### config.mk
export PLATFORM = sky130hd
export DESIGN_NAME = ttfb_glyph
export DESIGN_NICKNAME = d
export VERILOG_FILES = /design/src/rtl/ttfb_pkg.sv /design/src/rtl/ttfb_glyph.sv
export SDC_FILE = /design/constraint.sdc
export NUM_CORES = 1
export LEC_CHECK = 0
export BUFFER_PORTS_ARGS = -buffer_cell sky130_fd_sc_hd__buf_2
export CORE_MARGIN = 3
export CORE_UTILIZATION = 33
export DETAILED_ROUTE_END_ITERATION = 7
export PLACE_DENSITY = 0.59
export SKIP_LAST_GASP = 1
export SYNTH_ARGS = -nofsm -noshare
export SYNTH_HDL_FRONTEND = slang
export SYNTH_SLANG_ARGS = --single-unit
### constraint.sdc
create_clock -name clk -period 5.4 [get_ports clk]
set_input_delay 0.54 -clock clk [delete_from_list [all_inputs] [get_ports clk]]
set_output_delay 0.54 -clock clk [all_outputs]
set_load 0.1 [all_outputs]
### src/rtl/ttfb_pkg.sv
// ----------------------------------------------------------------------------
// ttfb_pkg
// Shared constants, codes and the 3x5 font for the text framebuffer renderer.
// ----------------------------------------------------------------------------
package ttfb_pkg;

    // Default geometry
    localparam int TTFB_WIDTH = 128;
    localparam int TTFB_PAGES = 8;

    // Field widths
    localparam int FUNC_W   = 2;
    localparam int ROW_W    = 4;
    localparam int CHAR_W   = 8;
    localparam int ADDR_W   = 10;
    localparam int STATUS_W = 2;
    localparam int BYTE_W   = 8;

    // Font geometry
    localparam int GLYPH_COLS    = 3;
    localparam int GLYPH_ROWS    = 5;
    localparam int GLYPH_ADVANCE = 4;
    localparam int GLYPH_BITS    = GLYPH_COLS * GLYPH_ROWS;

    // Item kinds
    localparam logic [FUNC_W-1:0] FN_CLEAR    = 2'd0;
    localparam logic [FUNC_W-1:0] FN_OPEN_ROW = 2'd1;
    localparam logic [FUNC_W-1:0] FN_PLACE    = 2'd2;
    localparam logic [FUNC_W-1:0] FN_READ     = 2'd3;

    // Result status
    localparam logic [STATUS_W-1:0] ST_OK            = 2'd0;
    localparam logic [STATUS_W-1:0] ST_INVALID_STATE = 2'd1;
    localparam logic [STATUS_W-1:0] ST_INVALID_ARG   = 2'd2;

    typedef logic [GLYPH_BITS-1:0] glyph_t;

    // Pack five pixel lines; line r sits in bits [3r+2:3r], bit c is column c
    function automatic glyph_t gl(input int l0, input int l1, input int l2,
                                  input int l3, input int l4);
        gl = {3'(l4), 3'(l3), 3'(l2), 3'(l1), 3'(l0)};
    endfunction

    // Character generator: fold lower case, unknown codes map to '?'
    function automatic glyph_t glyph_lines(input logic [CHAR_W-1:0] code);
        logic [CHAR_W-1:0] up;
        glyph_t            g;
        up = code;
        if (code >= 8'h61 && code <= 8'h7A)
            up = code - 8'h20;
        case (up)
            8'h20: g = gl(0, 0, 0, 0, 0); // space
            8'h2D: g = gl(0, 0, 7, 0, 0); // -
            8'h2E: g = gl(0, 0, 0, 0, 2); // .
            8'h3A: g = gl(0, 2, 0, 2, 0); // :
            8'h2F: g = gl(4, 4, 2, 1, 1); // /
            8'h3E: g = gl(1, 2, 4, 2, 1); // >
            8'h30: g = gl(7, 5, 5, 5, 7);
            8'h31: g = gl(2, 3, 2, 2, 7);
            8'h32: g = gl(7, 4, 7, 1, 7);
            8'h33: g = gl(7, 4, 7, 4, 7);
            8'h34: g = gl(5, 5, 7, 4, 4);
            8'h35: g = gl(7, 1, 7, 4, 7);
            8'h36: g = gl(7, 1, 7, 5, 7);
            8'h37: g = gl(7, 4, 4, 2, 2);
            8'h38: g = gl(7, 5, 7, 5, 7);
            8'h39: g = gl(7, 5, 7, 4, 7);
            8'h41: g = gl(2, 5, 7, 5, 5);
            8'h42: g = gl(3, 5, 3, 5, 3);
            8'h43: g = gl(6, 1, 1, 1, 6);
            8'h44: g = gl(3, 5, 5, 5, 3);
            8'h45: g = gl(7, 1, 3, 1, 7);
            8'h46: g = gl(7, 1, 3, 1, 1);
            8'h47: g = gl(6, 1, 5, 5, 6);
            8'h48: g = gl(5, 5, 7, 5, 5);
            8'h49: g = gl(7, 2, 2, 2, 7);
            8'h4A: g = gl(4, 4, 4, 5, 7);
            8'h4B: g = gl(5, 5, 3, 5, 5);
            8'h4C: g = gl(1, 1, 1, 1, 7);
            8'h4D: g = gl(5, 7, 7, 5, 5);
            8'h4E: g = gl(5, 7, 7, 7, 5);
            8'h4F: g = gl(7, 5, 5, 5, 7);
            8'h50: g = gl(7, 5, 7, 1, 1);
            8'h51: g = gl(7, 5, 5, 7, 4);
            8'h52: g = gl(3, 5, 3, 5, 5);
            8'h53: g = gl(6, 1, 7, 4, 3);
            8'h54: g = gl(7, 2, 2, 2, 2);
            8'h55: g = gl(5, 5, 5, 5, 7);
            8'h56: g = gl(5, 5, 5, 5, 2);
            8'h57: g = gl(5, 5, 7, 7, 5);
            8'h58: g = gl(5, 5, 2, 5, 5);
            8'h59: g = gl(5, 5, 2, 2, 2);
            8'h5A: g = gl(7, 4, 2, 1, 7);
            default: g = gl(7, 4, 2, 0, 2); // '?' fallback
        endcase
        glyph_lines = g;
    endfunction

endpackage

### src/rtl/ttfb_glyph.sv
// ----------------------------------------------------------------------------
// ttfb_glyph
// Registered character generator: looks up a glyph and hands out one
// column byte at a time (bit k = pixel row k).
// ----------------------------------------------------------------------------
module ttfb_glyph
    import ttfb_pkg::*;
(
    input  logic              clk,
    input  logic              load,
    input  logic [CHAR_W-1:0] char_code,
    input  logic [1:0]        col_sel,
    output logic [BYTE_W-1:0] col_byte
);

    glyph_t glyph_reg;

    // Capture the glyph when a character is taken
    always_ff @(posedge clk)
    begin
        if (load)
        begin
            glyph_reg <= glyph_lines(char_code);
        end
    end

    // Transpose: pick column col_sel out of each pixel line
    always_comb
    begin
        col_byte = '0;
        for (int r = 0; r < GLYPH_ROWS; r++)
        begin
            case (col_sel)
                2'd0:    col_byte[r] = glyph_reg[GLYPH_COLS*r];
                2'd1:    col_byte[r] = glyph_reg[GLYPH_COLS*r + 1];
                2'd2:    col_byte[r] = glyph_reg[GLYPH_COLS*r + 2];
                default: col_byte[r] = 1'b0;
            endcase
        end
    end

endmodule

Yosys cells after proc, flatten, opt, wreduce, memory -nomap -nowiden

Memories as Yosys holds them, arrays and structs flattened. A register that Yosys moved wholly into a read port is not among the register bits.
Cells that the tools add are included.

$add $sub $neg: 1
$lt $le $gt $ge: 2
Equality and inequality tests: 2
Muxes and demuxes: 7
Reduce and logical (&&, ||, !) cells: 2

Operators by type and width:

| operator                                                               | count |
|---|---|
| 8-bit two-way mux                                                      | 2 |
| 1-bit one-hot mux with 3 select lines                                  | 5 |
| 8-bit by 7-bit >= comparator with 1-bit output (second input constant) | 1 |
| 8-bit by 7-bit <= comparator with 1-bit output (second input constant) | 1 |
| 8-bit by 6-bit subtractor with 8-bit output (second input constant)    | 1 |
| 2-bit by 1-bit == test with 1-bit output (second input constant)       | 1 |
| 2-bit == test (second input constant)                                  | 1 |
| 2-bit zero test                                                        | 1 |
| 1-bit logical AND                                                      | 1 |

Register bits: 0
ROM bits: 1920
Bits of input ports: 12
Output and inout bits: 8
Word-level logic and storage cells: 15
Memories: 1

Memory list:

| name             | depth | width | read ports | clocked after memory_dff | write ports | line           | RTL |
|---|---|---|---|---|---|---|---|
| (name not given) | 128   | 15    | 1          | 1                        | 0           | ttfb_pkg.sv:51 | `case (up)` |

Depth between registers and ports, before layout

Gate-level depths: netlist of the first run.

Word-level depth: 4
Depth in mapped cells: 9
Gate-level depth less buffers: 6

Worst setup path before layout of the first run

OpenSTA, ideal clock, no wires.

Kind: input-to-output
Start point: in col_sel[1]
End point: out col_byte[0]
Data arrival time: 3.031 ns
Data required time: 4.860 ns
Path slack: 1.829 ns
Cell stages on the path: 3
Path buffers: 1
Cell sequence: clkbuf_1 mux2i_1 o21ai_0

Longest elaborated chain between the ends: 2
Elaborated cells on any way between the ends: 4
Classes of those cells: eq/ne (2); mux (1); reduce/logical (1)

RTL lines:

| what                                        | line             | RTL |
|---|---|---|
| start: declaration                          | ttfb_glyph.sv:12 | `input logic [1:0] col_sel,` |
| 2-bit == test, or another cell as far along | ttfb_glyph.sv:33 | `case (col_sel)` |
| 1-bit one-hot mux with 3 select lines (*)   | ttfb_glyph.sv:33 |  |
| end: declaration                            | ttfb_glyph.sv:13 | `output logic [BYTE_W-1:0] col_byte` |

Mark *: on every way between the ends. The rest lies on a longest branch, timed or not.

Worst setup path after layout of the first run

Start point: in char_code[1]
End point: reg glyph_reg[0] (data pin)

Longest elaborated chain between the ends: 4
Elaborated cells on any way between the ends: 6
Classes of those cells: add/sub (1); order compare (2); mux (2); reduce/logical (1)

RTL lines:

| what                                                                                                                    | line             | RTL |
|---|---|---|
| start: declaration                                                                                                      | ttfb_glyph.sv:11 | `input logic [CHAR_W-1:0] char_code,` |
| 8-bit by 7-bit >= comparator with 1-bit output / 8-bit by 7-bit <= comparator with 1-bit output (equally long branches) | ttfb_pkg.sv:49   | `if (code >= 8'h61 && code <= 8'h7A)` |
| 1-bit logical AND                                                                                                       | ttfb_pkg.sv:49   |  |
| 8-bit two-way mux (*)                                                                                                   | ttfb_pkg.sv:49   |  |
| 8-bit two-way mux (*)                                                                                                   | ttfb_glyph.sv:21 | `if (load)` |
| end: declaration                                                                                                        | ttfb_glyph.sv:16 | `glyph_t glyph_reg;` |

Mark *: on every way between the ends. The rest lies on a longest branch, timed or not. The select of a mux whose other input is x is not followed.

==> flow_summary.json, run 1 <==
{
  "status": "completed",
  "antenna-diode-count": 0,
  "rsz0062_at_grt": "false",
  "syn_to_final_growth_pct": 4.516,
  "cts_tree": "yes",
  "fmax_mhz": 422.5,
  "drtPass1Iterations": 5,
  "htreeDepth": 1,
  "synth-seq-cells": 15,
  "drt_iter0_drc": 162,
  "setup_viol": 0,
  "hold_ws_ns": 0.7149,
  "fin_crit_ns": 2.367,
  "cts.clk_slew.worst_paths_ns": 0.06,
  "dieArea_um2": 6198,
  "grt_max_degree": 49,
  "crit_path_max_fanout": 15,
  "cp_cell_sequence": "buf_2 > inv_1 > ha_1 > nor2_1 > a311oi_2 > o2111ai_2 > o22a_1",
  "synth-edff-count": 15,
  "synth_top_area_share": 0.2581,
  "portBuffers": 16,
  "die_h_um": 78.73,
  "fin_crit_sh": 0.4383,
  "netlist_area_um2": 1745,
  "wl_per_cell_um": 15.91,
  "final_cell_mix": "16 x buf_2, 15 x nand2_1, 15 x o21ai_0, 15 x a21oi_1, 15 x edfxtp_1",
  "postCtsSetupBuffers": 0,
  "cts.sinks": 15,
  "cp-end-kind": "register",
  "peakVddDrop_mv": 0.09796,
  "track_usage": 0.1511,
  "ctsHoldBuffers": 0,
  "setup_tns_ns": 0,
  "num_vias": 1592,
  "yosys_warnings": 0,
  "grt_pass1_wl_um": 7534,
  "crit_slowest_cell": "ha_1",
  "worstMarginPinSlew_ns": 0.7825,
  "overflow": 0,
  "drc": 0,
  "synth_area_leaders": "edfxtp_1 26%, mux2i_1 6.3%, a21oi_1 4.3%, ha_1 4.3%, nand2b_1 4.3%",
  "gp_congestion": 0.9115,
  "largest_reg_flops": 15,
  "drive_gt1_frac": 0.1333,
  "cts-resized-gates": 0,
  "finalMaxSlewViolations": 0,
  "crit_buf_inv": 2,
  "initial_utilization": 0.3554,
  "slowest_delay_ns": 0.43,
  "critical_path_required_ns": 5.39,
  "n_fill_cell": 519,
  "row_count": 25,
  "crit_type": "input port to register",
  "cts_max_path_buffers": 2,
  "dp.cells": 273,
  "crit_family": "compound AO/OA/AOI/OAI gates",
  "arrival_ns": 2.36,
  "maxCapViolCount": 0,
  "core_area_um2": 4911,
  "start_kind": "input port",
  "slew_headroom": 0.4783,
  "final_cells": 277,
  "p_leak_nw": 0.6724,
  "synth_top_cell_by_area": "edfxtp_1",
  "postSynthAreaPerCell_um2": 8.233,
  "nNetsFinal": 229,
  "synth_seq_area_share": 0.2581,
  "first_global_vias": 1424,
  "ios": 20,
  "power_density_nw_per_um2": 207.6,
  "layout_commonest_cell": "buf_2",
  "ant_nets": 0,
  "clockRootBuffer": "clkbuf_8",
  "ys.flop_type": "edfxtp_1",
  "grt_antenna_before_repair": 0,
  "hold_viol": 0,
  "hpwl_um": 3088,
  "fp.dieW_um": 78.73,
  "synthArstFlopShare": 0,
  "via_per_inst": 5.747,
  "hold_path_class": "input port to register",
  "synthCells": 212,
  "drt-total-wl_um": 4407,
  "synth_cell_types": 49,
  "cts_buffers": 3
}
==> synthesized netlist by cell type, types with 2 or more instances <==
cell / number
a21boi_0: 3
nand3_1: 5
nand2_1: 15
edfxtp_1: 15
nor2b_1: 11
o22ai_1: 10
nor2_1: 11
o32ai_1: 2
a32oi_1: 4
o21a_1: 2
buf_2: 8
nor3_1: 3
inv_1: 6
inv_2: 2
a311oi_1: 2
o21ai_0: 15
a21oi_1: 15
mux2i_1: 11
buf_6: 2
xor2_1: 2
clkbuf_1: 8
o211ai_1: 2
ha_1: 6
a211oi_1: 2
buf_4: 6
a31oi_1: 2
mux4_2: 2
nand2b_1: 12
a22oi_1: 3
o22a_1: 2
a2bb2oi_1: 5
==> metrics by stage <==
stage | area, µm² | total power, mW | utilization | setup slack, ns
2_1_floorplan | 1753 | 0.2673 | - | 1.829
6_report | 1824 | 0.3788 | 0.3715 | 3.033
4_1_cts | 1824 | 0.3796 | 0.3715 | 3.068
5_1_grt | 1824 | 0.4034 | 0.3715 | 2.871
3_5_place_dp | 1779 | 0.2922 | 0.3623 | 2.815
3_3_place_gp | 1779 | 0.2929 | 0.3623 | 2.860
==> where the power goes <==
part / switching (mW) / internal (mW)
combinational: 0.106 / 0.0443
sequential: 0.00251 / 0.139
clock: 0.0352 / 0.0522
total: 0.144 / 0.235
==> per-layer routing <==
layer,wire length [µm],GRT usage
met3,273,0.01361
met4,38,0.04545
met1,2040,0.2335
met2,2054,0.2199
met5,0,0
==> worst paths after layout <==
| check | startpoint | endpoint | slack, ns | cells after the start |
|---|---|---|---|---|
| hold / removal | load | glyph_reg[6]$_SDFFCE_PP0P_ | 0.71 | 1 |
| setup / recovery | char_code[1] | glyph_reg[0]$_SDFFCE_PP1P_ | 3.03 | 7 |
==> cells by family (layout without fill, tap and decap cells) <==
family                     count (synthesis)  after routing  synth area share
buffers and inverters                     33             29           0.09821
xor gates and xnor gates                   2              2           0.01004
and+or+nand+nor                           63             63            0.1850
adders and majority gates                  6              6           0.04301
other                                      1              3          0.002148
DFF                                       15             15            0.2581
muxes                                     14             14           0.09534
AOI/OAI and AO/OA                         78             78            0.3082
==> area by class of cell <==
cell class	instances	area (µm²)	area share
tap	67	83.83	0.04595
inverter	9	33.78	0.01852
timing repair buffer	16	80.08	0.04390
clock buffer	4	45.04	0.02469
multi-input combinational	166	1131	0.6200
sequential	15	450.4	0.2469
No activity file was read; power rests on OpenSTA's default activity.
==> inputs of run 2 (changes only) <==
--- a/config.mk
+++ b/config.mk
@@ -9,7 +9,7 @@
 export CORE_MARGIN = 3
 export CORE_UTILIZATION = 33
 export DETAILED_ROUTE_END_ITERATION = 7
-export PLACE_DENSITY = 0.59
+export PLACE_DENSITY = 0.61
 export SKIP_LAST_GASP = 1
 export SYNTH_ARGS = -nofsm -noshare
 export SYNTH_HDL_FRONTEND = slang
==> constraint.sdc (replaced) <==
create_clock -name clk -period 1.9 [get_ports clk]
set_input_delay 0.19 -clock clk [delete_from_list [all_inputs] [get_ports clk]]
set_output_delay 0.19 -clock clk [all_outputs]
set_load 0.1 [all_outputs]
==> flow_summary.json, run 2 (same netlist as run 1, synthesis figures left out) <==
{
  "finalMaxSlewViolations": 0,
  "multi_input_area_um2": 1150,
  "final_cell_mix": "17 x buf_4, 16 x buf_2, 15 x nand2_1, 15 x a21oi_1, 15 x edfxtp_1",
  "peakVddDrop_mv": 0.2370,
  "layout_commonest_cell": "buf_4",
  "rsz0062_at_grt": "false",
  "row_count": 25,
  "cts_max_path_buffers": 2,
  "cts.sinks": 15,
  "ios": 20,
  "ctsHoldBuffers": 0,
  "fin_crit_ns": 1.615,
  "hold_viol": 0,
  "setup_viol": 0,
  "hold_path_class": "input port to register",
  "hpwl_um": 3640,
  "maxCapViolCount": 0,
  "grt_pass1_wl_um": 8266,
  "num_vias": 1737,
  "seqCellArea_um2": 450.4,
  "portBuffers": 16,
  "core_area_um2": 4911,
  "antenna-diode-count": 0,
  "track_usage": 0.1651,
  "crit_type": "input port to register",
  "final_cells": 297,
  "cts_buffers": 3,
  "p_leak_nw": 0.7928,
  "die_h_um": 78.73,
  "drtPass1Iterations": 4,
  "cts_tree": "yes",
  "first_global_vias": 1585,
  "ant_nets": 0,
  "slowest_delay_ns": 0.33,
  "dp.cells": 293,
  "drive_gt1_frac": 0.2304,
  "cp-end-kind": "register",
  "drt_iter0_drc": 142,
  "arrival_ns": 1.68,
  "clockRootBuffer": "clkbuf_8",
  "crit_slowest_cell": "ha_1",
  "n_fill_cell": 506,
  "fin_crit_sh": 0.8502,
  "htreeDepth": 1,
  "grt_max_degree": 28,
  "fp.dieW_um": 78.73,
  "cts.clk_slew.worst_paths_ns": 0.05,
  "overflow": 0,
  "power_density_nw_per_um2": 556.7,
  "fmax_mhz": 619.1,
  "setup_tns_ns": 0,
  "drc": 0,
  "via_per_inst": 5.848,
  "drt-total-wl_um": 4905,
  "syn_to_final_growth_pct": 16.34,
  "nNetsFinal": 249,
  "cts-resized-gates": 0,
  "initial_utilization": 0.3554,
  "cp_cell_sequence": "buf_2 > buf_4 > ha_1 > buf_4 > and2_1 > a211oi_1 > a21oi_1 > o22ai_1",
  "dieArea_um2": 6198,
  "start_kind": "input port",
  "grt_antenna_before_repair": 0,
  "wl_per_cell_um": 16.52,
  "status": "completed",
  "crit_path_max_fanout": 10,
  "gp_congestion": 0.9041,
  "largest_reg_flops": 15,
  "critical_path_required_ns": 1.96,
  "postCtsSetupBuffers": 0,
  "crit_path_frequent_cell": "buf_4"
}
-- run 2: changes by cell type in the layout (fill, tap and decap cells not counted), sizes merged --
cell,delta
buf,+20
-- run 2: worst max-delay path, delay by kind of cell --
family	cells	cell delay, ns
AO/OA/AOI/OAI	3	0.49
adder cells (fa/ha/maj)	1	0.33
buffers and inverters	3	0.47
AND/OR/NAND/NOR	1	0.18
-- run 2: area by class of cell --
cell class,count,share of cell area
inverter,9,0.01664
tap,67,0.04128
multi-input combinational,166,0.5662
sequential,15,0.2218
timing repair buffer,36,0.1319
clock buffer,4,0.02218
-- run 2: path summary, 6_finish.rpt --
kind                         start                          end  slack (ns)  cells past startpoint
worst max-delay path  char_code[1]  glyph_reg[11]$_SDFFCE_PP0P_        0.28                      8
worst min-delay path          load  glyph_reg[10]$_SDFFCE_PP0P_        0.36                      1
-- run 2: per-layer routing --
metal  GRT usage  up-vias  routed length (µm)
met3     0.02268       14                 368
met4     0.05769        0                 114
met5           0        -                   0
met2      0.2462       90                2175
met1      0.2424      815                2247
li1            -      818                   -
-- run 2: metrics by stage --
step	worst slack, ns	hold slack (ns)	instance area (µm²)	util	total power, mW
2_1_floorplan	0.05925	0.3025	1773	-	0.7675
3_3_place_gp	0.05251	0.6144	1986	0.4043	0.8888
6_report	0.2847	0.3644	2031	0.4135	1.131
5_1_grt	0.1093	0.3697	2031	0.4135	1.196
4_1_cts	0.3165	0.3736	2031	0.4135	1.133
3_5_place_dp	0.06099	0.6229	1986	0.4043	0.8887
-- run 2: report_power, final --
group	switching, mW	total, mW	internal, mW
logic	0.321	0.487	0.166
clock network	0.0936	0.241	0.148
registers	0.00715	0.402	0.395
total	0.422	1.13	0.708
